$ cat src/assert_macros.svh
// Assertion macros shared by the RTL of the UTF-8 stream decoder.
// The macros expect a clock named clk_i and an active-low reset named rst_ni in scope.
`ifndef ASSERT_MACROS_SVH
`define ASSERT_MACROS_SVH

// Checks a property at every rising clock edge outside reset.
`define ASSERT_CHECK(label, prop, msg) \
  label: assert property (@(posedge clk_i) disable iff (!rst_ni) (prop)) else $error(msg);

// Checks that a condition never holds at a rising clock edge outside reset.
`define ASSERT_NEVER(label, cond, msg) \
  `ASSERT_CHECK(label, !(cond), msg)

`endif

$ cat src/utf8d_pkg.sv
// Package for the UTF-8 stream decoder: byte masks, the job type passed from
// the front end to the back end, and the job queue dimensions. No dependencies.
package utf8d_pkg;

  localparam int unsigned CpW = 21;

  localparam logic [CpW-1:0] Replacement = 21'h00FFFD;

  localparam logic [7:0] MaskC0 = 8'hC0;
  localparam logic [7:0] MaskE0 = 8'hE0;
  localparam logic [7:0] MaskF0 = 8'hF0;
  localparam logic [7:0] MaskF8 = 8'hF8;
  localparam logic [7:0] ContTag = 8'h80;
  localparam logic [7:0] Lead2Tag = 8'hC0;
  localparam logic [7:0] Lead3Tag = 8'hE0;
  localparam logic [7:0] Lead4Tag = 8'hF0;
  localparam logic [7:0] Payload6 = 8'h3F;
  localparam logic [7:0] Payload5 = 8'h1F;
  localparam logic [7:0] Payload4 = 8'h0F;
  localparam logic [7:0] Payload3 = 8'h07;

  localparam logic [2:0] LenNone = 3'd0;
  localparam logic [2:0] Len2 = 3'd2;
  localparam logic [2:0] Len3 = 3'd3;
  localparam logic [2:0] Len4 = 3'd4;

  // Queue depth must be a power of two so that the pointers wrap by themselves.
  localparam int unsigned QDepth = 4;
  localparam int unsigned QPtrW = $clog2(QDepth);
  localparam int unsigned QCntW = $clog2(QDepth + 1);

  // One job: a number of replacement results, then an optional tail result.
  typedef struct packed {
    logic [1:0]     rep;
    logic           tail_v;
    logic           tail_bad;
    logic [CpW-1:0] tail_cp;
  } job_t;

  // Handshake between the queue and the back end.
  typedef struct packed {
    logic valid;
    logic full;
  } q_status_t;

endpackage

$ cat src/utf8d_front.sv
// Front end of the UTF-8 stream decoder: holds the pending sequence state and
// turns each accepted byte into at most one job. Depends on utf8d_pkg.
module utf8d_front import utf8d_pkg::*; (
  input  logic       clk_i,
  input  logic       rst_ni,
  input  logic       take_i,
  input  logic [7:0] data_byte_i,
  input  logic       end_of_text_i,
  output job_t       job_o,
  output logic       job_v_o
);

  logic [2:0]     exp_q, exp_d;
  logic [1:0]     cnt_q, cnt_d;
  logic [CpW-1:0] part_q, part_d;

  logic           is_cont;
  logic [2:0]     seen;
  logic [CpW-1:0] val;
  logic [1:0]     brk_cnt;
  logic [2:0]     lead_len;
  logic [CpW-1:0] lead_val;
  job_t           job;

  always_comb begin
    is_cont = (data_byte_i & MaskC0) == ContTag;
    seen = {1'b0, cnt_q} + 3'd1;
    val = {part_q[CpW-7:0], data_byte_i[5:0]};
    brk_cnt = (cnt_q > 2'd2) ? 2'd2 : cnt_q;

    lead_len = LenNone;
    lead_val = '0;
    if ((data_byte_i & MaskE0) == Lead2Tag) begin
      lead_len = Len2;
      lead_val = CpW'(data_byte_i & Payload5);
    end else if ((data_byte_i & MaskF0) == Lead3Tag) begin
      lead_len = Len3;
      lead_val = CpW'(data_byte_i & Payload4);
    end else if ((data_byte_i & MaskF8) == Lead4Tag) begin
      lead_len = Len4;
      lead_val = CpW'(data_byte_i & Payload3);
    end

    exp_d = exp_q;
    cnt_d = cnt_q;
    part_d = part_q;
    job = '0;

    if (exp_q != LenNone && is_cont) begin
      if (seen + 3'd1 >= exp_q) begin
        job.tail_v = 1'b1;
        job.tail_cp = val;
        exp_d = LenNone;
        cnt_d = '0;
        part_d = '0;
      end else if (end_of_text_i) begin
        job.rep = 2'(seen + 3'd1);
      end else begin
        cnt_d = seen[1:0];
        part_d = val;
      end
    end else begin
      if (exp_q != LenNone) begin
        job.rep = brk_cnt + 2'd1;
        exp_d = LenNone;
        cnt_d = '0;
        part_d = '0;
      end
      job.tail_v = 1'b1;
      if (!data_byte_i[7]) begin
        job.tail_cp = CpW'(data_byte_i);
      end else if (lead_len == LenNone || end_of_text_i) begin
        job.tail_cp = Replacement;
        job.tail_bad = 1'b1;
      end else begin
        job.tail_v = 1'b0;
        exp_d = lead_len;
        cnt_d = '0;
        part_d = lead_val;
      end
    end

    if (end_of_text_i) begin
      exp_d = LenNone;
      cnt_d = '0;
      part_d = '0;
    end
  end

  always_ff @(posedge clk_i or negedge rst_ni) begin
    if (!rst_ni) begin
      exp_q <= LenNone;
      cnt_q <= '0;
      part_q <= '0;
    end else if (take_i) begin
      exp_q <= exp_d;
      cnt_q <= cnt_d;
      part_q <= part_d;
    end
  end

  assign job_o = job;
  assign job_v_o = take_i && (job.rep != 2'd0 || job.tail_v);

endmodule

$ cat src/utf8d_queue.sv
// Job queue between the front end and the back end of the UTF-8 stream
// decoder, a small register file with wrapping pointers. Depends on utf8d_pkg.
module utf8d_queue import utf8d_pkg::*; (
  input  logic      clk_i,
  input  logic      rst_ni,
  input  logic      wr_i,
  input  job_t      wr_job_i,
  input  logic      rd_i,
  output job_t      rd_job_o,
  output q_status_t status_o
);

  job_t             mem_q [QDepth];
  logic [QPtrW-1:0] wr_ptr_q, rd_ptr_q;
  logic [QCntW-1:0] cnt_q;

  always_ff @(posedge clk_i) begin
    if (wr_i) begin
      mem_q[wr_ptr_q] <= wr_job_i;
    end
  end

  always_ff @(posedge clk_i or negedge rst_ni) begin
    if (!rst_ni) begin
      wr_ptr_q <= '0;
      rd_ptr_q <= '0;
      cnt_q <= '0;
    end else begin
      if (wr_i) begin
        wr_ptr_q <= wr_ptr_q + QPtrW'(1);
      end
      if (rd_i) begin
        rd_ptr_q <= rd_ptr_q + QPtrW'(1);
      end
      if (wr_i && !rd_i) begin
        cnt_q <= cnt_q + QCntW'(1);
      end else if (rd_i && !wr_i) begin
        cnt_q <= cnt_q - QCntW'(1);
      end
    end
  end

  assign rd_job_o = mem_q[rd_ptr_q];
  assign status_o.valid = cnt_q != '0;
  assign status_o.full = cnt_q == QCntW'(QDepth);

endmodule

$ cat src/utf8d_back.sv
// Back end of the UTF-8 stream decoder: expands each job into its results and
// holds the oldest result in an output register. Depends on utf8d_pkg.
module utf8d_back import utf8d_pkg::*; (
  input  logic           clk_i,
  input  logic           rst_ni,
  input  job_t           job_i,
  input  q_status_t      q_status_i,
  output logic           q_rd_o,
  input  logic           pop,
  output logic           empty,
  output logic [CpW-1:0] code_point_o,
  output logic           malformed_o,
  output logic           last_of_run_o
);

  logic [1:0]     idx_q, idx_d;
  logic           out_v_q;
  logic [CpW-1:0] cp_q;
  logic           bad_q, last_q;

  logic           room, advance, in_rep, last;
  logic [CpW-1:0] cp_d;
  logic           bad_d;

  always_comb begin
    room = !out_v_q || pop;
    advance = q_status_i.valid && room;
    in_rep = idx_q < job_i.rep;
    cp_d = in_rep ? Replacement : job_i.tail_cp;
    bad_d = in_rep ? 1'b1 : job_i.tail_bad;
    last = in_rep ? ({1'b0, idx_q} + 3'd1 == {1'b0, job_i.rep}) && !job_i.tail_v : 1'b1;
    idx_d = idx_q;
    if (advance) begin
      idx_d = last ? 2'd0 : idx_q + 2'd1;
    end
  end

  always_ff @(posedge clk_i or negedge rst_ni) begin
    if (!rst_ni) begin
      idx_q <= '0;
      out_v_q <= 1'b0;
    end else begin
      idx_q <= idx_d;
      if (advance) begin
        out_v_q <= 1'b1;
      end else if (pop) begin
        out_v_q <= 1'b0;
      end
    end
  end

  always_ff @(posedge clk_i) begin
    if (advance) begin
      cp_q <= cp_d;
      bad_q <= bad_d;
      last_q <= last;
    end
  end

  assign q_rd_o = advance && last;
  assign empty = !out_v_q;
  assign code_point_o = cp_q;
  assign malformed_o = bad_q;
  assign last_of_run_o = last_q;

endmodule

$ cat src/utf8_stream_decoder.sv
// Top level of the UTF-8 stream decoder: front end, job queue and back end.
// Depends on utf8d_pkg, utf8d_front, utf8d_queue, utf8d_back and assert_macros.svh.
//
//   Channel  Direction  Handshake           Payload
//   bytes    in         push / full         data_byte_i, end_of_text_i
//   results  out        empty / pop         code_point_o, malformed_o, last_of_run_o
//
// A byte is taken in every cycle while the job queue has room. The back end hands out
// one result per cycle while pop is high, so a byte causing n results holds the output
// until all n are popped; replacement bursts and a held pop fill the queue.
// A taken byte's results pass through the job queue and the back end's output register.
// Reset is asynchronous and clears the pending sequence, the queue and the output.
`include "assert_macros.svh"

module utf8_stream_decoder import utf8d_pkg::*; (
  input  logic           clk_i,
  input  logic           rst_ni,
  input  logic           push,
  output logic           full,
  input  logic [7:0]     data_byte_i,
  input  logic           end_of_text_i,
  output logic           empty,
  input  logic           pop,
  output logic [CpW-1:0] code_point_o,
  output logic           malformed_o,
  output logic           last_of_run_o
);

  logic      take;
  job_t      wr_job, rd_job;
  logic      job_v, q_rd;
  q_status_t q_status;

  assign full = q_status.full;
  assign take = push && !q_status.full;

  utf8d_front u_front (
    .clk_i         (clk_i),
    .rst_ni        (rst_ni),
    .take_i        (take),
    .data_byte_i   (data_byte_i),
    .end_of_text_i (end_of_text_i),
    .job_o         (wr_job),
    .job_v_o       (job_v)
  );

  utf8d_queue u_queue (
    .clk_i    (clk_i),
    .rst_ni   (rst_ni),
    .wr_i     (job_v),
    .wr_job_i (wr_job),
    .rd_i     (q_rd),
    .rd_job_o (rd_job),
    .status_o (q_status)
  );

  utf8d_back u_back (
    .clk_i         (clk_i),
    .rst_ni        (rst_ni),
    .job_i         (rd_job),
    .q_status_i    (q_status),
    .q_rd_o        (q_rd),
    .pop           (pop),
    .empty         (empty),
    .code_point_o  (code_point_o),
    .malformed_o   (malformed_o),
    .last_of_run_o (last_of_run_o)
  );

  `ASSERT_NEVER(a_queue_no_overflow, job_v && q_status.full, "job written into a full queue")
  `ASSERT_NEVER(a_queue_no_underflow, q_rd && !q_status.valid, "job read from an empty queue")
  `ASSERT_CHECK(a_eot_gives_result, take && end_of_text_i |-> job_v, "end of text without result")
  `ASSERT_CHECK(a_bad_value, !empty && malformed_o |-> code_point_o == Replacement, "bad value")

endmodule

$ cat config.mk
export PLATFORM = sky130hd
export DESIGN_NAME = utf8_stream_decoder
export DESIGN_NICKNAME = d
export VERILOG_FILES = /design/src/utf8d_pkg.sv /design/src/utf8d_front.sv /design/src/utf8d_queue.sv /design/src/utf8d_back.sv /design/src/utf8_stream_decoder.sv
export VERILOG_INCLUDE_DIRS = /design/src /design/src/src
export SDC_FILE = /design/constraint.sdc
export NUM_CORES = 1
export LEC_CHECK = 0
export ABC_CLOCK_PERIOD_IN_PS = 3600
export BUFFER_PORTS_ARGS = -buffer_cell sky130_fd_sc_hd__buf_2
export CAP_MARGIN = 20
export CORE_MARGIN = 2
export CORE_UTILIZATION = 35
export DETAILED_ROUTE_END_ITERATION = 10
export SYNTH_ARGS = -nofsm -noshare
export SYNTH_HDL_FRONTEND = slang
export SYNTH_SLANG_ARGS = --single-unit
export TNS_END_PERCENT = 50
$ cat constraint.sdc
create_clock -name clk_i -period 3.6 [get_ports clk_i]
set_clock_uncertainty 0.15 [all_clocks]
set_input_delay 0.36 -clock clk_i [delete_from_list [all_inputs] [get_ports clk_i]]
set_output_delay 0.36 -clock clk_i [all_outputs]
set_load 0.005 [all_outputs]
==> results of run 1 <==
final timing paths:
| check | end | slack (ps) |
|---|---|---|
| worst max-delay path | u_queue.cnt_q[2]$_DFFE_PN0P_ | 230 |
| worst min-delay path | u_front.part_q[1]$_DFFE_PN0P_ | 40 |
| worst max register to register | u_queue.cnt_q[2]$_DFFE_PN0P_ | 230 |
| worst min register to register | u_queue.cnt_q[2]$_DFFE_PN0P_ | 340 |
| max in group asynchronous | u_front.cnt_q[0]$_DFFE_PN0P_ | 2430 |
| min in group asynchronous | u_queue.cnt_q[0]$_DFFE_PN0P_ | 370 |
cell families after synthesis:
group	synth area share (%)
buffers and inverters	1.93
multiplexers	9.76
flip-flops	70.0
XOR/XNOR	1.10
AND/OR/NAND/NOR	7.16
AO/OA/AOI/OAI	6.72
adder cells (fa/ha/maj)	3.27
state kept, by name (all words and copies together), names as in the netlist, 2 cells and up:
register             flops
u_front.cnt_q            2
u_front.part_q          15
u_back.idx_q             2
u_queue.rd_ptr_q         2
u_queue.wr_ptr_q         2
u_front.exp_q            3
u_queue.cnt_q            3
u_queue.mem_q          100
u_back.code_point_o     21
power groups by stage:
stage          registers [W]  clock network [W]  logic (W)
6_report             0.00263            0.00194    0.00176
5_1_grt              0.00268            0.00205    0.00197
4_1_cts              0.00264            0.00198    0.00181
3_5_place_dp         0.00267                  0    0.00181
3_3_place_gp         0.00265                  0    0.00175
2_1_floorplan        0.00265                  0    0.00122
critical path: stages (launching register included):
cell	delay, ps
dfrtp_2	440
inv_1	100
ha_1	350
xnor2_2	220
ha_1	300
a2111oi_2	320
o311a_1	230
a31oi_2	50
inv_1	80
ha_1	180
inv_1	60
fa_1	370
xor2_1	170
nor2_1	110
xor2_1	150
cell type report:
| class | instances | area (sq um) | share of cell area (%) |
|---|---|---|---|
| Clock inverter | 15 | 223 | 2.94 |
| Timing Repair Buffer | 53 | 335 | 4.42 |
| Sequential cell | 153 | 4450 | 58.6 |
| Multi-Input combinational cell | 189 | 1810 | 23.8 |
| Clock buffer | 17 | 425 | 5.61 |
| Tap cell | 229 | 287 | 3.78 |
| Inverter | 16 | 60.1 | 0.792 |
placed cells by master (no fill, tap or decap), types with 3 or more instances in the layout:
cell / count
edfxtp_1: 123
buf_2: 37
dfrtp_1: 29
mux4_2: 22
nor2_1: 21
or2_2: 17
clkbuf_16: 17
inv_1: 16
a22o_1: 15
ha_1: 15
a21o_1: 12
buf_4: 12
nand2_1: 10
nor2b_1: 8
and2_1: 6
nor3_1: 5
o21ai_0: 5
bufinv_16: 5
nand2b_1: 4
nor2b_2: 4
mux2_2: 4
xnor2_1: 4
a21oi_1: 3
nand3_1: 3
xor2_1: 3
mux4_1: 3
clkinv_4: 3
layer usage:
layer | share of wire [%] | up-vias
met5 | 0 | -
li1 | - | 1544
met1 | 45 | 1660
met3 | 3.6 | 15
met2 | 49 | 68
met4 | 1.6 | 0
through the flow:
| stage | setup slack [ps] | TNS, ps | hold slack, ps | std cells | cell area (sq um) |
|---|---|---|---|---|---|
| final | 233 | 0 | 44.3 | 672 | 7580 |
| after global routing | 32.7 | 0 | 36.0 | 672 | 7580 |
| after CTS | 22.2 | 0 | 25.6 | 672 | 7570 |
| after detailed placement | 13.5 | 0 | 301 | 638 | 6900 |
| after global placement | 209 | 0 | 303 | 638 | 6900 |
| after floorplan | -145 | -14450 | -85.6 | 371 | 6340 |
what timing repair did:
item	in CTS	in global routing
resized for setup	1	3
setup endpoints to repair	1	2
pin swaps	0	0
hold buffers	2	0
endpoints found under the hold margin	31	0
==> reports/qor.yml, run 1 <==
outcome:
  status: "finished, final reports clean"
floorplan:
  die_w_microns: 139
  die-height_microns: 139
  coreArea_sq_um: 17900
  dieArea_sq_um: 19200
  io_pins: 38
  start_util_pct: 35.4
  rows: 49
routing:
  drt-initial-drc-count: 296
  drc: 0
  drt_wl_total_microns: 11800
  wl_per_cell_microns: 17.5
  vias: 3287
  final_antenna_net_count: 0
  viasPerCell: 4.89
  firstDrtPassIters: 4
setup_path:
  crit_fanout: 7
  r2r_cells: 14
  r2r-start: "u_front.cnt_q[0]$_DFFE_PN0P_"
  cp.required_ps: 3800
  cp-start-kind: "flop"
  cp.arrival_ps: 3560
  end_kind: "flop"
  startpoint: "u_front.cnt_q[0]$_DFFE_PN0P_"
  worstSetupPathType: "flop to flop"
synth:
  synth.avg_cell_area_sq_um: 17.1
  yosysMostFrequentCell: "edfxtp_1"
  ys_warn_count: 0
  ys.flop_type: "edfxtp_1"
  yosysUniqueCellTypes: 44
  synth-edff-count: 123
  synth_area_leaders: "edfxtp_1, dfrtp_1, mux4_2, ha_1, a22o_1"
  syn_area_sq_um: 6340
  async_flop_share_pct: 19.6
  ys_seq_area_share_pct: 70.0
  netlist_instances: 371
  ys_ff_latch: 153
  synth_top_cell_area_share_pct: 58.2
  syn_nets: 400
  ys_top_cells_by_count: "edfxtp_1, dfrtp_1, mux4_2"
  yosys.area.top_type: "edfxtp_1"
timing:
  timing.final.hold_violations: 0
  min_period_ps: 3370
  fin_crit_sh_pct: 93.5
  clock.fmax_ghz: 0.297
  slew_headroom_pct: 52.6
  rsz0062_at_grt: "no"
  finalSetupViolations: 0
  slew_viol_final: 0
  worst_pin_slew_ps: 710
global_routing:
  top_usage_layer: "met2"
  grt_pass1_wl_microns: 19100
  grt_pass1_vias: 3496
  globalRouteOverflowTotal: 0
  antenna_found_initial: 0
  grt_max_degree: 31
  grt_util_met2_pct: 21.1
  grtUsageMet3_pct: 3.56
  track_usage_pct: 13.2
  met1_usage_pct: 16.8
place:
  io_buffers: 37
  post-dp-hpwl_microns: 7500
  gp_congestion: 0.848
flow_run:
  max-cap-violations: 0
cts:
  cts_buffer_depth: 2
  cts_made_buffers: 17
  cts_tree: "done"
  insertion_delay_ps: 420
  cts_sinks: 153
  path_clk_slew_ps: 60
  cts_setup_buffers: 0
  cts-htree-levels: 4
  cts-root-buf: "clkbuf_16"
pwr:
  power_w: 0.00632
  switching_share_pct: 28.0
  power.density_nw_per_um2: 834
  ir_worst_vdd_uv: 377
  p_leak_nw: 2.82
  p_clk_share_pct: 30.6
  p_switching_w: 0.00177
  intPower_w: 0.00455
  comb_power_share_pct: 27.8
  sequentialPowerShare_pct: 41.6
cells_and_area:
  final_core_util_pct: 42.4
  nets: 459
  antenna_cells: 0
  drive_above_1_share_pct: 31.2
  area_growth_pct: 19.5
  nFillCells: 1599
min_path:
  hold_class: "input pin to flop"
  hold_path_startpoint: "data_byte_i[1]"
  holdPathStages: 2
Note: power is estimated with default switching activity, not from simulation.
==> inputs of run 2 (changes only) <==
--- a/config.mk
+++ b/config.mk
@@ -12,6 +12,7 @@
 export CORE_MARGIN = 2
 export CORE_UTILIZATION = 35
 export DETAILED_ROUTE_END_ITERATION = 10
+export RECOVER_POWER = 100
 export SYNTH_ARGS = -nofsm -noshare
 export SYNTH_HDL_FRONTEND = slang
 export SYNTH_SLANG_ARGS = --single-unit
==> reports/qor.yml, run 2 (synthesis results as in run 1) <==
outcome:
  status: "finished, violations left"
  failed_checks: "max-capacitance violations, max-slew violations"
global_routing:
  grt_pass1_wl_microns: 19100
  antenna_found_initial: 0
  track_usage_pct: 13.2
  globalRouteOverflowTotal: 0
  grt_max_degree: 31
  grt_pass1_vias: 3496
cells_and_area:
  final_core_util_pct: 41.9
  largest_register_ffs: 100
  multiInputGateArea_sq_um: 1800
  nFillCells: 1608
  layout_common_cells: "edfxtp_1, dfrtp_1, clkbuf_1, mux4_2, nor2_1"
  nets: 459
  drive_above_1_share_pct: 24.6
  fin_area_sq_um: 7490
  mostFrequentLayoutCell: "edfxtp_1"
  area_growth_pct: 18.1
  antenna_cells: 0
  seqCellArea_sq_um: 4450
  top_register: "u_queue.mem_q"
timing:
  rsz0062_at_grt: "no"
  holdWs_ps: 42.9
  worst_pin_slew_ps: 1720
  slew_headroom_pct: -14.4
  fin_crit_sh_pct: 93.3
  finalSetupViolations: 0
  clock.fmax_ghz: 0.298
  fin_tns_setup_ps: 0
  min_period_ps: 3360
  slew_viol_final: 31
  timing.final.hold_violations: 0
routing:
  met3_wirelength_microns: 432
  drc: 0
  wl_met1_microns: 5410
  routed.top_layer: "met4"
  final_antenna_net_count: 0
  viasPerCell: 4.89
  wl_per_cell_microns: 17.7
  vias: 3285
  drt-initial-drc-count: 275
  firstDrtPassIters: 5
  wl_met2_microns: 5800
  drt_wl_total_microns: 11900
pwr:
  p_leak_nw: 2.72
  ir_worst_vdd_uv: 382
  power.density_nw_per_um2: 836
  power_w: 0.00627
floorplan:
  die_w_microns: 139
  io_pins: 38
  dieArea_sq_um: 19200
  die-height_microns: 139
  start_util_pct: 35.4
  coreArea_sq_um: 17900
  rows: 49
setup_path:
  cp.required_ps: 3810
  r2r_slack_ps: 240
  cp.arrival_ps: 3570
  cp-start-kind: "flop"
  max_stage_delay_ps: 440
  crit_fanout: 10
  worstSetupPathType: "flop to flop"
  crit_chain: "inv_1 -> ha_1 -> or2_2 -> ha_1 -> a21o_1 -> a31oi_2 -> clkbuf_1 -> nand2_1 -> nor3_1 -> clkbuf_1 -> a22o_1"
  end_kind: "flop"
  worst_path_max_delay_cell: "dfrtp_2"
cts:
  cts_tree: "done"
  insertion_delay_ps: 430
  cts_buffer_depth: 2
  cts-htree-levels: 4
  path_clk_slew_ps: 60
  cts_sinks: 153
  cts_made_buffers: 17
  cts-root-buf: "clkbuf_16"
place:
  place_area_sq_um: 6900
  io_buffers: 37
  gp_congestion: 0.848
  post-dp-hpwl_microns: 7500
min_path:
  hold_class: "input pin to flop"
flow_run:
  max-cap-violations: 1
-- run 2: cell types whose count changed in the layout (fill, tap and decap cells not counted), sizes merged --
| cell | delta |
|---|---|
| buf | -30 |
| clkbuf | +30 |
-- run 2: path summary, 6_finish.rpt --
kind                       cells past startpoint                    startpoint                             end
min reg2reg                                    1  u_queue.cnt_q[2]$_DFFE_PN0P_    u_queue.cnt_q[2]$_DFFE_PN0P_
max                                           11  u_front.cnt_q[0]$_DFFE_PN0P_  u_front.part_q[11]$_DFFE_PN0P_
min in group asynchronous                      2                        rst_ni    u_queue.cnt_q[0]$_DFFE_PN0P_
max in group asynchronous                      2                        rst_ni    u_front.cnt_q[0]$_DFFE_PN0P_
max reg2reg                                   11  u_front.cnt_q[0]$_DFFE_PN0P_  u_front.part_q[11]$_DFFE_PN0P_
min                                            2                data_byte_i[1]   u_front.part_q[1]$_DFFE_PN0P_
-- run 2: repair_timing --
item | CTS | global route
endpoints found under the hold margin | 31 | 0
setup buffers | 0 | 0
resized for setup | 1 | 3
hold buffers | 2 | 0
endpoints found under the setup margin | 1 | 2
cloned | 0 | 0
-- run 2: metrics by stage --
step,worst slack (ps),std cells
floorplan,-145,371
global placement,209,638
detailed placement,13.5,638
CTS,22.2,672
global route,31.3,672
finish,241,672
-- run 2: report_power, final --
group          internal (W)  leakage (nW)  total, W  switching [W]
clock network       0.00123         0.311   0.00194       0.000711
registers           0.00249          1.52   0.00264       0.000150
logic              0.000770         0.891   0.00169       0.000915
total               0.00449          2.72   0.00627        0.00178
-- run 2: metal layers --
metal  track usage (%)  vias to the layer above
li1                  -                     1544
met1              16.8                     1659
met2              21.1                       67
met3              3.56                       15
met4              6.17                        0
met5                 0                        -
-- run 2: cell type report --
type,count,share of cell area [%]
clock buffer,17,5.68
clock inverter,15,2.97
inverter,16,0.801
multi-input combinational,189,24.0
sequential,153,59.3
tap,229,3.82
timing repair buffer,53,3.46
-- run 2: worst max-delay path: cells and delay by family (launching register included) --
family	cells	cell delay, ps
buffers and inverters	3	830
AND/OR/NAND/NOR	3	780
AO/OA/AOI/OAI	3	570
adder cells (fa/ha/maj)	2	530
flip-flops	1	440
==> inputs of run 3 (changes only) <==
--- a/config.mk
+++ b/config.mk
@@ -15,5 +15,6 @@
 export RECOVER_POWER = 100
 export SYNTH_ARGS = -nofsm -noshare
 export SYNTH_HDL_FRONTEND = slang
+export SYNTH_HIERARCHICAL = 1
 export SYNTH_SLANG_ARGS = --single-unit
-export TNS_END_PERCENT = 50
+export TNS_END_PERCENT = 100
==> reports/qor.yml, run 3 <==
cells_and_area:
  antenna_cells: 0
  largest_register_ffs: 100
  final_core_util_pct: 41.5
  top_register: "u_queue/mem_q"
  finalNonFillerCells: 667
  nets: 454
  area_growth_pct: 16.4
  drive_above_1_share_pct: 23.3
  mostFrequentLayoutCell: "edfxtp_1"
  layout_common_cells: "edfxtp_1, clkbuf_1, dfrtp_1, buf_2, mux4_2"
  fin_area_sq_um: 7430
global_routing:
  antenna_found_initial: 0
  globalRouteOverflowTotal: 0
  track_usage_pct: 12.6
  grt_max_degree: 31
  grt_pass1_vias: 3427
  grt_pass1_wl_microns: 18600
pwr:
  power.density_nw_per_um2: 801
  comb_power_share_pct: 26.2
  p_clk_share_pct: 30.5
  ir_worst_vdd_uv: 347
  switching_share_pct: 27.4
  p_switching_w: 0.00163
  intPower_w: 0.00432
  sequentialPowerShare_pct: 43.3
  p_leak_nw: 2.75
setup_path:
  crit_chain: "mux4_2 -> ha_1 -> or4_1 -> a21oi_1 -> inv_1 -> ha_1 -> inv_1 -> fa_1 -> mux2_2"
  cp.required_ps: 3760
  cp-start-kind: "flop"
  worstSetupPathType: "flop to flop"
  crit_fanout: 5
  crit_family: "adder cells"
  cp.arrival_ps: 3570
  max_stage_delay_ps: 600
  worst_path_max_delay_cell: "or4_1"
  end_kind: "flop"
  crit_buf_inv: 2
place:
  gp_congestion: 0.816
  io_buffers: 37
  place_area_sq_um: 6850
  place_inst: 633
  post-dp-hpwl_microns: 7200
timing:
  rsz0062_at_grt: "no"
  timing.final.hold_violations: 0
  min_period_ps: 3410
  worst_pin_slew_ps: 1730
  clock.fmax_ghz: 0.293
  fin_crit_sh_pct: 94.8
  slew_headroom_pct: -15.4
  fin_tns_setup_ps: 0
  finalSetupViolations: 0
  slew_viol_final: 31
synth:
  yosysMostFrequentCell: "edfxtp_1"
  ys_ff_latch: 153
  synth_area_leaders: "edfxtp_1, dfrtp_1, mux4_2, ha_1, mux4_1"
  yosysUniqueCellTypes: 45
  async_flop_share_pct: 19.6
  synth.avg_cell_area_sq_um: 17.5
  ys_seq_area_share_pct: 69.7
  yosys.area.top_type: "edfxtp_1"
  syn_nets: 394
  ys.flop_type: "edfxtp_1"
  syn_area_sq_um: 6380
  synth-edff-count: 123
  ys_top_cells_by_count: "edfxtp_1, dfrtp_1, mux4_2"
  ys_warn_count: 6
  netlist_instances: 365
  synth_top_cell_area_share_pct: 57.9
floorplan:
  dieArea_sq_um: 19300
  rows: 49
  coreArea_sq_um: 17900
  io_pins: 38
  die_w_microns: 139
  start_util_pct: 35.6
  die-height_microns: 139
routing:
  viasPerCell: 4.87
  wl_per_cell_microns: 17.3
  vias: 3248
  firstDrtPassIters: 4
  drt_wl_total_microns: 11500
  drc: 0
  drt-initial-drc-count: 256
  final_antenna_net_count: 0
cts:
  insertion_delay_ps: 420
  cts_sinks: 153
  path_clk_slew_ps: 60
  cts_tree: "done"
  cts-root-buf: "clkbuf_16"
  cts-htree-levels: 4
  cts_setup_buffers: 0
  cts_buffer_depth: 2
  cts_made_buffers: 17
outcome:
  status: "finished, violations left"
  failed_checks: "max-capacitance violations, max-slew violations"
min_path:
  hold_class: "input pin to flop"
flow_run:
  max-cap-violations: 1
==> run 3: metrics by stage <==
step                      total power, W  hold slack, ps  worst slack (ps)
after global placement           0.00419             295              84.0
after CTS                        0.00609            18.0               140
after floorplan                  0.00376           -85.6              61.3
after detailed placement         0.00426             300             -24.1
final                            0.00595            39.3               188
after global routing             0.00630            19.3              32.2
==> run 3: final timing paths <==
path	start	end	slack, ps	cells after the start
min in group asynchronous	rst_ni	u_queue/wr_ptr_q[1]$_DFFE_PN0P_	790	2
max in group asynchronous	rst_ni	u_front/part_q[11]$_DFFE_PN0P_	1510	2
min	data_byte_i[2]	u_front/part_q[2]$_DFFE_PN0P_	40	2
max	u_queue/rd_ptr_q[0]$_DFFE_PN0P_	u_queue/cnt_q[1]$_DFFE_PN0P_	190	9
max reg2reg	u_queue/rd_ptr_q[0]$_DFFE_PN0P_	u_queue/cnt_q[1]$_DFFE_PN0P_	190	9
min reg2reg	u_queue/cnt_q[2]$_DFFE_PN0P_	u_queue/cnt_q[2]$_DFFE_PN0P_	340	1
==> run 3: final cells by class <==
type	instances	area (sq um)
Tap cell	229	287
Timing Repair Buffer	55	269
Clock inverter	7	115
Multi-Input combinational cell	183	1760
Fill cell	1629	10500
Clock buffer	25	495
Sequential cell	153	4440
Inverter	15	56.3
==> run 3: per-layer routing <==
layer  GRT usage, %  wire (microns)
met1           15.5            5060
met4           5.16             154
met3           3.87             513
met2           20.9            5800
met5              0               0
==> run 3: cells by family (layout without fill, tap and decap cells) <==
group	Yosys count	after routing	synth area share (%)
AO/OA/AOI/OAI	50	50	6.20
AND/OR/NAND/NOR	82	82	7.43
buffers and inverters	29	102	2.75
multiplexers	27	27	9.59
flip-flops	153	153	69.7
adder cells (fa/ha/maj)	16	16	3.26
XOR/XNOR	8	8	1.10
==> run 3: worst reg2reg max path, stage by stage, from the launching register on <==
cell     delay (ps)
dfrtp_1         470
mux4_2          550
ha_1            300
or4_1           600
a21oi_1         220
inv_1            70
ha_1            200
inv_1            70
fa_1            400
mux2_2          270
==> run 3: timing repair <==
item / CTS / global route
endpoints found under the hold margin: 30 / 0
setup endpoints to repair: 1 / 2
hold buffers: 1 / 0
resized for setup: 1 / 2
==> run 3: power by group through the flow <==
stage,sequential [W],combinational [W],clock [W]
global placement,0.00259,0.00160,0
detailed placement,0.00261,0.00165,0
floorplan,0.00259,0.00117,0
global route,0.00262,0.00174,0.00194
finish,0.00258,0.00156,0.00182
CTS,0.00258,0.00166,0.00185
